<file path="src/hw/rtl/assert_macros.svh">
// Assertion macros for the RTL; only spfc_ser includes them.
`ifndef ASSERT_MACROS_SVH
`define ASSERT_MACROS_SVH

`ifndef SYNTHESIS
`define SPFC_ASSERT(lbl, clk, rst_n, prop) \
	lbl: assert property (@(posedge clk) disable iff (!rst_n) prop) \
		else $error("%m: assertion failed");
`define SPFC_ASSERT_RST(lbl, clk, prop) \
	lbl: assert property (@(posedge clk) prop) \
		else $error("%m: reset assertion failed");
`else
`define SPFC_ASSERT(lbl, clk, rst_n, prop)
`define SPFC_ASSERT_RST(lbl, clk, prop)
`endif

`endif

</file>
<file path="src/hw/rtl/spfc_pkg.sv">
// Types, constants and byte/CRC helpers for the sensor packet framer.
package spfc_pkg;

	localparam int unsigned InWidth     = 104;
	localparam int unsigned PktLen      = 12;
	localparam int unsigned CrcSpan     = 11;
	localparam logic [3:0]  LastIdx     = 4'd11;
	localparam logic [7:0]  CrcPoly     = 8'h07;
	localparam logic [16:0] HumidMax    = 17'd100000;
	// order keys of -40.0f and 125.0f
	localparam logic [31:0] TempLowKey  = 32'h3DDF_FFFF;
	localparam logic [31:0] TempHighKey = 32'hC2FA_0000;

	typedef struct packed {
		logic        ok;
		logic [7:0]  sensor;
		logic [31:0] temp;
		logic [15:0] humid;
		logic [31:0] stamp;
		logic [7:0]  crc;
	} rec_t;

	function automatic logic [7:0] crc_byte(input logic [7:0] crc, input logic [7:0] d);
		logic [7:0] c;
		c = crc ^ d;
		for (int i = 0; i < 8; i++) begin
			if (c[7]) begin
				c = {c[6:0], 1'b0} ^ CrcPoly;
			end else begin
				c = {c[6:0], 1'b0};
			end
		end
		return c;
	endfunction

	function automatic logic [7:0] pkt_byte(input rec_t r, input logic [3:0] idx);
		logic [7:0] b;
		case (idx)
			4'd0:    b = r.sensor;
			4'd1:    b = r.temp[7:0];
			4'd2:    b = r.temp[15:8];
			4'd3:    b = r.temp[23:16];
			4'd4:    b = r.temp[31:24];
			4'd5:    b = r.humid[7:0];
			4'd6:    b = r.humid[15:8];
			4'd7:    b = r.stamp[7:0];
			4'd8:    b = r.stamp[15:8];
			4'd9:    b = r.stamp[23:16];
			4'd10:   b = r.stamp[31:24];
			4'd11:   b = r.crc;
			default: b = 8'h00;
		endcase
		return b;
	endfunction

endpackage

</file>
<file path="src/hw/rtl/spfc_check.sv">
// First stage: unpack the input beat and validate the record.
module spfc_check (
	input  logic                              clk,
	input  logic                              arst_n,
	input  logic                              in_valid,
	output logic                              in_ready,
	input  logic [spfc_pkg::InWidth-1:0]      in_data,
	output logic                              out_valid,
	input  logic                              out_ready,
	output spfc_pkg::rec_t                    out_rec
);

	logic [15:0]     sensor;
	logic [31:0]     temp;
	logic [17:0]     humid;
	logic [31:0]     stamp;
	logic [31:0]     key;
	logic            is_nan;
	logic            temp_ok;
	logic            ok;
	logic            valid_s1;
	spfc_pkg::rec_t  rec_s1;

	assign sensor = in_data[15:0];
	assign temp   = in_data[47:16];
	assign humid  = in_data[65:48];
	assign stamp  = in_data[97:66];

	assign key     = temp[31] ? ~temp : (temp | 32'h8000_0000);
	assign is_nan  = (temp[30:23] == 8'hFF) && (temp[22:0] != 23'd0);
	assign temp_ok = is_nan || ((key >= spfc_pkg::TempLowKey) && (key <= spfc_pkg::TempHighKey));
	assign ok      = (sensor[15:8] == 8'd0) && temp_ok && !humid[17]
		&& (humid[16:0] <= spfc_pkg::HumidMax) && (stamp != 32'd0);

	assign in_ready = !valid_s1 || out_ready;

	always_ff @(posedge clk or negedge arst_n) begin
		if (!arst_n) begin
			valid_s1 <= 1'b0;
		end else if (in_ready) begin
			valid_s1 <= in_valid;
		end
	end

	always_ff @(posedge clk) begin
		if (in_ready && in_valid) begin
			rec_s1.ok     <= ok;
			rec_s1.sensor <= sensor[7:0];
			rec_s1.temp   <= temp;
			rec_s1.humid  <= humid[15:0];
			rec_s1.stamp  <= stamp;
			rec_s1.crc    <= 8'h00;
		end
	end

	assign out_valid = valid_s1;
	assign out_rec   = rec_s1;

endmodule

</file>
<file path="src/hw/rtl/spfc_crc.sv">
// CRC stage: folds a slice of the packet bytes into the running CRC.
module spfc_crc #(
	parameter int unsigned FIRST = 0,
	parameter int unsigned COUNT = 3
) (
	input  logic           clk,
	input  logic           arst_n,
	input  logic           in_valid,
	output logic           in_ready,
	input  spfc_pkg::rec_t in_rec,
	output logic           out_valid,
	input  logic           out_ready,
	output spfc_pkg::rec_t out_rec
);

	logic [7:0]     crc_next;
	spfc_pkg::rec_t rec_next;
	logic           valid_s;
	spfc_pkg::rec_t rec_s;

	always_comb begin
		crc_next = in_rec.crc;
		for (int k = 0; k < COUNT; k++) begin
			crc_next = spfc_pkg::crc_byte(crc_next, spfc_pkg::pkt_byte(in_rec, 4'(FIRST + k)));
		end
		rec_next     = in_rec;
		rec_next.crc = crc_next;
	end

	assign in_ready = !valid_s || out_ready;

	always_ff @(posedge clk or negedge arst_n) begin
		if (!arst_n) begin
			valid_s <= 1'b0;
		end else if (in_ready) begin
			valid_s <= in_valid;
		end
	end

	always_ff @(posedge clk) begin
		if (in_ready && in_valid) begin
			rec_s <= rec_next;
		end
	end

	assign out_valid = valid_s;
	assign out_rec   = rec_s;

endmodule

</file>
<file path="src/hw/rtl/spfc_ser.sv">
// Output serializer: emits a framed packet byte by byte, or one error beat.
`include "assert_macros.svh"

module spfc_ser (
	input  logic           clk,
	input  logic           arst_n,
	input  logic           in_valid,
	output logic           in_ready,
	input  spfc_pkg::rec_t in_rec,
	output logic           out_valid,
	input  logic           out_ready,
	output logic [7:0]     out_byte,
	output logic           out_last,
	output logic           out_err
);

	logic           busy_q;
	logic [3:0]     cnt_q;
	spfc_pkg::rec_t hold_q;
	logic           beat_done;

	assign out_valid = busy_q;
	assign out_err   = !hold_q.ok;
	assign out_last  = !hold_q.ok || (cnt_q == spfc_pkg::LastIdx);
	assign out_byte  = hold_q.ok ? spfc_pkg::pkt_byte(hold_q, cnt_q) : 8'h00;
	assign beat_done = busy_q && out_ready;
	assign in_ready  = !busy_q || (beat_done && out_last);

	always_ff @(posedge clk or negedge arst_n) begin
		if (!arst_n) begin
			busy_q <= 1'b0;
			cnt_q  <= 4'd0;
		end else if (in_ready) begin
			busy_q <= in_valid;
			cnt_q  <= 4'd0;
		end else if (beat_done) begin
			cnt_q <= cnt_q + 4'd1;
		end
	end

	always_ff @(posedge clk) begin
		if (in_ready && in_valid) begin
			hold_q <= in_rec;
		end
	end

	`SPFC_ASSERT(a_cnt_range, clk, arst_n, cnt_q <= spfc_pkg::LastIdx)
	`SPFC_ASSERT(a_err_single, clk, arst_n, (busy_q && !hold_q.ok) |-> (cnt_q == 4'd0))
	`SPFC_ASSERT(a_stall_hold, clk, arst_n, (busy_q && !out_ready) |=> (busy_q && $stable(cnt_q)))
	`SPFC_ASSERT(a_take_at_end, clk, arst_n, (busy_q && in_ready) |-> (out_ready && out_last))

endmodule

</file>
<file path="src/hw/rtl/sensor_packet_framer_crc8.sv">
// Top level of the sensor packet framer with CRC-8 trailer.
//
// channel  dir  beat                         fields (low bit up)
// s_*      in   one sensor record            tdata: sensor_number[15:0], temperature_bits[47:16],
//                                            humidity_milli[65:48], time_stamp[97:66], pad
// m_*      out  one packet byte              tdata: packet_byte; tlast: last_byte;
//                                            tuser: invalid_record
//
// A record runs through five register stages (validate, then four CRC slices) and
// is then serialized: 12 output beats for a valid record, one for an invalid one.
// The byte-wide output port sets the pace; the serializer takes the next record as
// its last beat is accepted, and the stages ahead of it can hold further records.
// The first byte reaches m_* through the validate, four CRC and serializer registers.
// arst_n clears all valid bits; stalls on m_tready back up through the stages
// without loss, and s_tready stays high while any stage has room.
module sensor_packet_framer_crc8 (
	input  logic         clk,
	input  logic         arst_n,
	input  logic         s_tvalid,
	output logic         s_tready,
	input  logic [103:0] s_tdata,   // sensor_number, temperature_bits, humidity_milli, time_stamp
	output logic         m_tvalid,
	input  logic         m_tready,
	output logic [7:0]   m_tdata,   // packet_byte
	output logic         m_tlast,
	output logic [0:0]   m_tuser    // invalid_record
);

	logic           v1, v2, v3, v4, v5;
	logic           r1, r2, r3, r4, r5;
	spfc_pkg::rec_t rec1, rec2, rec3, rec4, rec5;

	spfc_check u_check (
		.clk(clk), .arst_n(arst_n),
		.in_valid(s_tvalid), .in_ready(s_tready), .in_data(s_tdata),
		.out_valid(v1), .out_ready(r1), .out_rec(rec1)
	);

	spfc_crc #(.FIRST(0), .COUNT(3)) u_crc0 (
		.clk(clk), .arst_n(arst_n),
		.in_valid(v1), .in_ready(r1), .in_rec(rec1),
		.out_valid(v2), .out_ready(r2), .out_rec(rec2)
	);

	spfc_crc #(.FIRST(3), .COUNT(3)) u_crc1 (
		.clk(clk), .arst_n(arst_n),
		.in_valid(v2), .in_ready(r2), .in_rec(rec2),
		.out_valid(v3), .out_ready(r3), .out_rec(rec3)
	);

	spfc_crc #(.FIRST(6), .COUNT(3)) u_crc2 (
		.clk(clk), .arst_n(arst_n),
		.in_valid(v3), .in_ready(r3), .in_rec(rec3),
		.out_valid(v4), .out_ready(r4), .out_rec(rec4)
	);

	spfc_crc #(.FIRST(9), .COUNT(2)) u_crc3 (
		.clk(clk), .arst_n(arst_n),
		.in_valid(v4), .in_ready(r4), .in_rec(rec4),
		.out_valid(v5), .out_ready(r5), .out_rec(rec5)
	);

	spfc_ser u_ser (
		.clk(clk), .arst_n(arst_n),
		.in_valid(v5), .in_ready(r5), .in_rec(rec5),
		.out_valid(m_tvalid), .out_ready(m_tready),
		.out_byte(m_tdata), .out_last(m_tlast), .out_err(m_tuser[0])
	);

endmodule

</file>
<file path="config.mk">
export PLATFORM = sky130hd
export DESIGN_NAME = sensor_packet_framer_crc8
export DESIGN_NICKNAME = d
export VERILOG_FILES = /design/src/hw/rtl/spfc_pkg.sv /design/src/hw/rtl/spfc_check.sv /design/src/hw/rtl/spfc_crc.sv /design/src/hw/rtl/spfc_ser.sv /design/src/hw/rtl/sensor_packet_framer_crc8.sv
export VERILOG_INCLUDE_DIRS = /design/src /design/src/hw/rtl
export SDC_FILE = /design/constraint.sdc
export NUM_CORES = 1
export LEC_CHECK = 0
export BUFFER_PORTS_ARGS = -buffer_cell sky130_fd_sc_hd__buf_2
export CORE_MARGIN = 2
export CORE_UTILIZATION = 54
export DETAILED_ROUTE_END_ITERATION = 8
export GPL_TIMING_DRIVEN = 0
export PLACE_DENSITY = 0.75
export SLEW_MARGIN = 20
export SYNTH_ARGS = -nofsm -noshare
export SYNTH_HDL_FRONTEND = slang
export SYNTH_SLANG_ARGS = --single-unit
</file>
<file path="constraint.sdc">
create_clock -name clk -period 9.1 [get_ports clk]
set_clock_uncertainty 0.1 [all_clocks]
set_input_delay 0.455 -clock clk [delete_from_list [all_inputs] [get_ports clk]]
set_output_delay 0.455 -clock clk [all_outputs]
set_load 0.02 [all_outputs]
</file>
# After elaboration in Yosys (flattened, before gate mapping)
# Cells that the tools add are included.
dict set report totals {
  register_bits 584
  latchBits 0
  ramBits 0
  mem_bits_ro 0
  in_bits 108
  output_inout_bits 12
  elab_cells 289
  mem_count 0
}
dict set report classes {
  n_addsub 1
  n_mul 0
  n_div 0
  order_cmp 3
  n_eq_ne 12
  shift 0
  n_mux 93
  bitwise 99
  n_reduce_logical 35
}
# op count
set op_table {}
lappend op_table {{3-bit two-way mux} 88}
lappend op_table {{3-bit inverter} 88}
lappend op_table {{8-bit case mux with 12 select lines} 1}
lappend op_table {{8-bit XOR} 10}
lappend op_table {{32-bit by 30-bit greater-or-equal comparator with 1-bit output, second input constant} 1}
lappend op_table {{32-bit <= comparator, second input constant} 1}
lappend op_table {{32-bit two-way mux} 1}
lappend op_table {{32-bit inverter} 1}
lappend op_table {{32-bit nonzero test} 1}
lappend op_table {{23-bit nonzero test} 1}
lappend op_table {{17-bit <= comparator, second input constant} 1}
lappend op_table {{4-bit by 3-bit == test with 1-bit output, second input constant} 4}
lappend op_table {{4-bit == test, second input constant} 4}
lappend op_table {{1-bit logical AND} 14}
lappend op_table {{4-bit by 2-bit == test with 1-bit output, second input constant} 2}
lappend op_table {{8-bit == test, second input constant} 1}
lappend op_table {{1-bit zero test} 8}
lappend op_table {{8-bit zero test} 1}
lappend op_table {{1-bit logical OR} 8}
lappend op_table {{4-bit two-way mux} 2}
lappend op_table {{8-bit two-way mux} 1}
lappend op_table {{4-bit by 1-bit adder with 4-bit output, second input constant} 1}
lappend op_table {{4-bit by 1-bit == test with 1-bit output, second input constant} 1}
lappend op_table {{4-bit zero test} 1}
lappend op_table {{2-bit nonzero test} 1}

# Longest topological paths before layout
dict set report depth {
  depth_word 51
  depth_mapped 9
  depth_no_buf 8
}

# By module
# A second synthesis with hierarchy kept.
dict set report hier_totals {
  cells_unflattened 1052
  area_unflattened_um2 21673.3
}
# mod instances cells_each area_per_inst_um2 seq_area_each_um2
set modules_own_cells {}
lappend modules_own_cells {{spfc_crc (u_crc0 ...)} 3 158 3627.2 2937.8}
lappend modules_own_cells {spfc_ser 1 245 4017.6 3037.9}
lappend modules_own_cells {spfc_check 1 194 3387.0 2697.6}
lappend modules_own_cells {{spfc_crc (u_crc3)} 1 139 3387.0 2937.8}

# Worst setup path after synthesis
# No wires, ideal clock.
dict set report synth_timing {
  kind {register -> register}
  from {register u_ser.cnt_q[0]}
  to {register u_check.rec_s1 (netlist bit u_check.out_rec[10]) (enable)}
  setup_time_ns 0.674
  arrival_ns 7.996
  required_time_ns 8.326
  slack_ns 0.331
  path_stages_with_launch 9
  n_path_buf 1
  synth_period_minus_slack_ns 8.769
  cell_sequence {dfrtp_1 -> ha_1 -> clkbuf_1 -> nand2_1 -> nand2_1 -> a21boi_0 -> nand3_1 -> nor2_1 -> a21boi_0}
}
dict set report synth_via {
  elab_chain_cells 10
}
# item line_no
set synth_rtl {}
lappend synth_rtl {{start, declared} spfc_ser.sv:18} ;# logic [3:0] cnt_q;
lappend synth_rtl {{start signal, assigned} spfc_ser.sv:37} ;# cnt_q <= cnt_q + 4'd1;
lappend synth_rtl {{4-bit == test} spfc_ser.sv:24} ;# assign out_last = !hold_q.ok || (cnt_q == spfc_pkg::LastIdx);
lappend synth_rtl {{1-bit logical OR} spfc_ser.sv:24}
lappend synth_rtl {{net m_tlast} sensor_packet_framer_crc8.sv:25} ;# output logic m_tlast,
lappend synth_rtl {{1-bit logical AND} spfc_ser.sv:27} ;# assign in_ready = !busy_q || (beat_done && out_last);
lappend synth_rtl {{1-bit logical OR} spfc_ser.sv:27}
lappend synth_rtl {{1-bit logical OR (4 in a row)} spfc_crc.sv:30} ;# assign in_ready = !valid_s || out_ready;
lappend synth_rtl {{1-bit logical OR} spfc_check.sv:35} ;# assign in_ready = !valid_s1 || out_ready;
lappend synth_rtl {{1-bit logical AND} spfc_check.sv:46} ;# if (in_ready && in_valid) begin
lappend synth_rtl {{end, declared} spfc_check.sv:22} ;# spfc_pkg::rec_t rec_s1;
# The timed path passes the listed nets, and every way through them passes these cells.
# A chain may end at the register's enable or synchronous reset.

# Worst setup path after layout
dict set report layout_timing {
  from {register u_ser.cnt_q[0]}
  to {output m_tdata[1]}
}
dict set report layout_via {
  elab_chain_cells 3
  word_cells_on_any_way 14
  classes_between {11 x eq/ne; 2 x mux; 1 x reduce/logical}
}
# item line_no
set layout_rtl {}
lappend layout_rtl {{4-bit == test (tied with other cells)} spfc_pkg.sv:38} ;# case (idx)
lappend layout_rtl {{8-bit case mux with 12 select lines (*)} spfc_pkg.sv:38}
lappend layout_rtl {{8-bit two-way mux (*)} spfc_ser.sv:25} ;# assign out_byte = hold_q.ok ? spfc_pkg::pkt_byte(hold_q, cnt_q) : 8'h00;
lappend layout_rtl {{end, declared} sensor_packet_framer_crc8.sv:24} ;# output logic [7:0] m_tdata,
# Mark *: on every way between the ends. The rest lies on a longest branch, timed or not.

==> results.sh <==
export IMPL_status="completed"
export IMPL_cp_end_kind="output port"
export IMPL_grt_use_met1_pct=25.63
export IMPL_top_usage_layer="met2"
export IMPL_crit_required_ps=8550
export IMPL_grt_pass1_wl_um=58840
export IMPL_relSlewSlack_pct=45.81
export IMPL_min_period_ps=4154
export IMPL_antennaDiodeCount=0
export IMPL_first_pass_iters=5
export IMPL_clockRootBuffer="clkbuf_16"
export IMPL_cts_resized=0
export IMPL_avgSynthCellArea_um2=19.79
export IMPL_ios=120
export IMPL_vias=9898
export IMPL_drc=0
export IMPL_p_clk_share_pct=27.4
export IMPL_antenna_found_initial=0
export IMPL_syn_num_nets=1177
export IMPL_drtIter0Drc=792
export IMPL_clock_sinks=584
export IMPL_grt_setup_unrepaired="no"
export IMPL_grt_max_degree=58
export IMPL_die_area_mm2=0.04062
export IMPL_fin_crit_sh_pct=45.65
export IMPL_cp_cell_sequence="inv_1, ha_1, clkbuf_1, buf_1, a22oi_1, a311oi_1, a21oi_1, nor2_1, buf_2"
export IMPL_synth_area_mm2=0.02108
export IMPL_maxCapViolations=0
export IMPL_cp_max_fo=10
export IMPL_rows=72
export IMPL_clockBufferDepth=3
export IMPL_avgViaCountPerCell=5.287
export IMPL_grt_overflow=0
export IMPL_antenna_left=0
export IMPL_cts_tree="done"
export IMPL_yosysWarningCount=0
export IMPL_setup_tns_ps=0
export IMPL_first_global_vias=10240
export IMPL_hp_class="input port to flip-flop"
export IMPL_clk_latency_ps=560
export IMPL_avgRoutedWirePerCell_um=20.21
export IMPL_cp_start_kind="flip-flop"
export IMPL_switching_share_pct=27.75
export IMPL_cp_arrival_ps=3600
export IMPL_min_from="s_tdata[25]"
export IMPL_crit_start="u_ser.cnt_q[0]"
export IMPL_yosys_cell_types_count=50
export IMPL_timing_fmax_ghz=0.2407
export IMPL_synthArstFlopShare_pct=1.712
export IMPL_setup_viol_count_final=0
export IMPL_grt_use_total_pct=19.16
export IMPL_final_max_slew_viol_count=0
export IMPL_crit_type="flip-flop to output port"
export IMPL_whs_ps=27.50
export IMPL_numPortBuffers=113
export IMPL_cts_made_buffers=52
export IMPL_pwr_density_cell_mw_per_mm2=314.1
export IMPL_core_area_mm2=0.03856
export IMPL_initial_core_util_pct=54.66
export IMPL_grt_use_met2_pct=31.70
export IMPL_max_stage_delay_ps=600
export IMPL_fin_area_mm2=0.02505
export IMPL_placed_area_mm2=0.02268
export IMPL_pwr_share_comb_pct=28.1
export IMPL_finalHoldViolations=0
export IMPL_synth_edf_count=574
export IMPL_p_int_uw=5684
export IMPL_die_h_um=201.6
export IMPL_area_delta_synth_final_pct=18.84
export IMPL_power_switching_uw=2183
export IMPL_htree_levels=2
export IMPL_yosysSeqAreaShare_pct=82.97
export IMPL_use_met3_pct=3.369
export IMPL_fillCellCount=2628
export IMPL_routed_wirelength_um=37840
export IMPL_syn_inst=1065
export IMPL_place_congestion=0.8780
export IMPL_p_leak_uw=0.008319
export IMPL_max_vdd_ir_drop_mv=0.2405
export IMPL_synth_seq_cells=584
export IMPL_clk_pin_slew_ps=60
export IMPL_power_frac_seq_pct=44.4
export IMPL_tightest_slew_ps=812.8
export IMPL_drive_gt1_share_pct=16.03
export IMPL_ys_flop_type="edfxtp_1"
export IMPL_die_x_um=201.6
export IMPL_critPathSlowestCell="buf_1"
export IMPL_reg2reg_from="u_ser.cnt_q[0]"
export IMPL_dp_hpwl_um=24350
export IMPL_final_nets=1425
==> sequential cells by signal, indices dropped and copies added, names as in the netlist <==
| register | count |
|---|---|
| u_check.out_rec | 89 |
| u_ser.hold_q | 97 |
| u_crc3.out_valid | 1 |
| u_ser.cnt_q | 4 |
| u_check.out_valid | 1 |
| u_crc2.out_rec | 97 |
| u_crc0.out_valid | 1 |
| u_crc1.out_valid | 1 |
| u_crc0.out_rec | 97 |
| u_ser.out_valid | 1 |
| u_crc2.out_valid | 1 |
| u_crc3.out_rec | 97 |
| u_crc1.out_rec | 97 |
==> repair_timing <==
item / CTS / global route
hold endpoints to repair: 76 / 0
hold buffers: 67 / 0
endpoints found under the setup margin: 0 / 0
buffers inserted: 0 / 0
==> layout by cell type (no fill, tap or decap), drive strengths merged, types with 4 or more instances in the layout <==
| cell type | synthesis | final |
|---|---|---|
| nand2 | 28 | 28 |
| clkinv | 1 | 21 |
| edfxtp | 574 | 574 |
| buf | 2 | 129 |
| bufinv | 0 | 7 |
| nand2b | 5 | 5 |
| xor2 | 45 | 45 |
| nor2 | 19 | 19 |
| nor3 | 6 | 6 |
| nand4 | 7 | 7 |
| xnor2 | 189 | 189 |
| clkinvlp | 0 | 4 |
| dfrtp | 10 | 10 |
| dlygate4sd3 | 0 | 67 |
| a21oi | 17 | 17 |
| and2 | 4 | 4 |
| nand3 | 12 | 12 |
| ha | 4 | 4 |
| o22ai | 5 | 5 |
| o21ai | 9 | 9 |
| inv | 5 | 5 |
| or4 | 7 | 7 |
| a222oi | 4 | 4 |
| nor2b | 5 | 5 |
| nor4 | 15 | 15 |
| a22oi | 34 | 34 |
| and3 | 4 | 4 |
| clkbuf | 13 | 77 |
==> metrics by stage <==
step | utilization [%] | instances | setup slack (ps) | total power [uW]
final | 64.96 | 1872 | 4946 | 7868
after global routing | 64.96 | 1872 | 4829 | 8217
after CTS | 64.96 | 1872 | 4983 | 7924
after detailed placement | 58.82 | 1710 | 5385 | 5707
after global placement | 57.81 | 1696 | -2721 | 5630
after floorplan | - | 1065 | 330.8 | 5213
==> worst paths after layout <==
check / endpoint / slack, ps / cells after the start
worst max register to register: u_crc0.out_rec[23] / 5340 / 11
worst min register to register: u_ser.hold_q[62] / 310 / 0
min in group asynchronous: u_crc1.out_valid / 220 / 2
worst min-delay path: u_check.out_rec[65] / 30 / 1
max in group asynchronous: u_check.out_valid / 8490 / 2
worst max-delay path: m_tdata[1] / 4950 / 9
==> worst max-delay path: cells and delay by family (launching register included) <==
family | cells | cell delay (ps)
buffers and inverters | 4 | 1450
AO/OA/AOI/OAI | 3 | 640
flip-flops | 1 | 440
adder cells (fa/ha/maj) | 1 | 390
AND/OR/NAND/NOR | 1 | 130
==> power groups by stage <==
stage / Combinational [uW] / Clock (uW) / Sequential [uW]
3_5_place_dp: 2160 / 0 / 3550
4_1_cts: 2230 / 2200 / 3500
2_1_floorplan: 1680 / 0 / 3530
6_report: 2210 / 2160 / 3500
3_3_place_gp: 2050 / 0 / 3580
5_1_grt: 2390 / 2310 / 3520
==> logic make-up after synthesis <==
family,after synthesis,synth area share [%]
mux,5,0.2493
simple gates,122,3.081
buf+inv,21,0.3740
xor+xnor,234,9.903
fa+ha+maj,4,0.2375
flops,584,82.97
compound gates,95,3.182
==> cell usage after synthesis (2+ instances only) <==
library cell	n	area [um2]
a211oi_1	2	15.01
nor4b_1	2	17.52
mux2i_1	3	30.03
a31oi_1	3	18.77
or4_1	7	52.55
buf_1	2	7.510
a22oi_1	34	255.2
xor2_1	44	385.4
nor2b_1	5	31.28
nand2b_1	5	31.28
dfrtp_1	10	250.2
nand4_1	7	43.79
a21oi_1	17	85.08
xnor2_2	4	65.06
o21ai_0	9	45.04
nand4b_1	3	26.28
clkbuf_1	13	48.80
nor3b_1	2	15.01
a221oi_1	3	26.28
o22ai_1	5	31.28
nand2_1	28	105.1
nor3_1	6	30.03
a311oi_1	3	26.28
nor2_1	19	71.32
ha_1	4	50.05
nand3_1	12	60.06
nor4_1	15	93.84
a222oi_1	4	40.04
and3_1	4	25.02
edfxtp_1	574	17240
inv_1	5	18.77
a21boi_0	2	15.01
a22o_1	3	26.28
xnor2_1	185	1620
and2_1	4	25.02
or2_2	2	12.51
mux2_2	2	22.52
==> routing by layer <==
metal	routed length, um	vias to the layer above	share of wire (%)
li1	-	4607	-
met3	1942	82	5.1
met4	1370	0	3.6
met1	15910	4863	42
met5	0	-	0
met2	18610	346	49
==> area by class of cell <==
class	instances	area, um2	share of cell area [%]
buffer	15	56.30	0.2248
timing repair buffer	194	1592	6.355
tap	518	648.1	2.588
multi-input combinational	460	3543	14.15
inverter	6	22.52	0.08992
clock inverter	31	329.1	1.314
clock buffer	64	1368	5.460
sequential	584	17490	69.82
(Power assumes the default switching activity.)
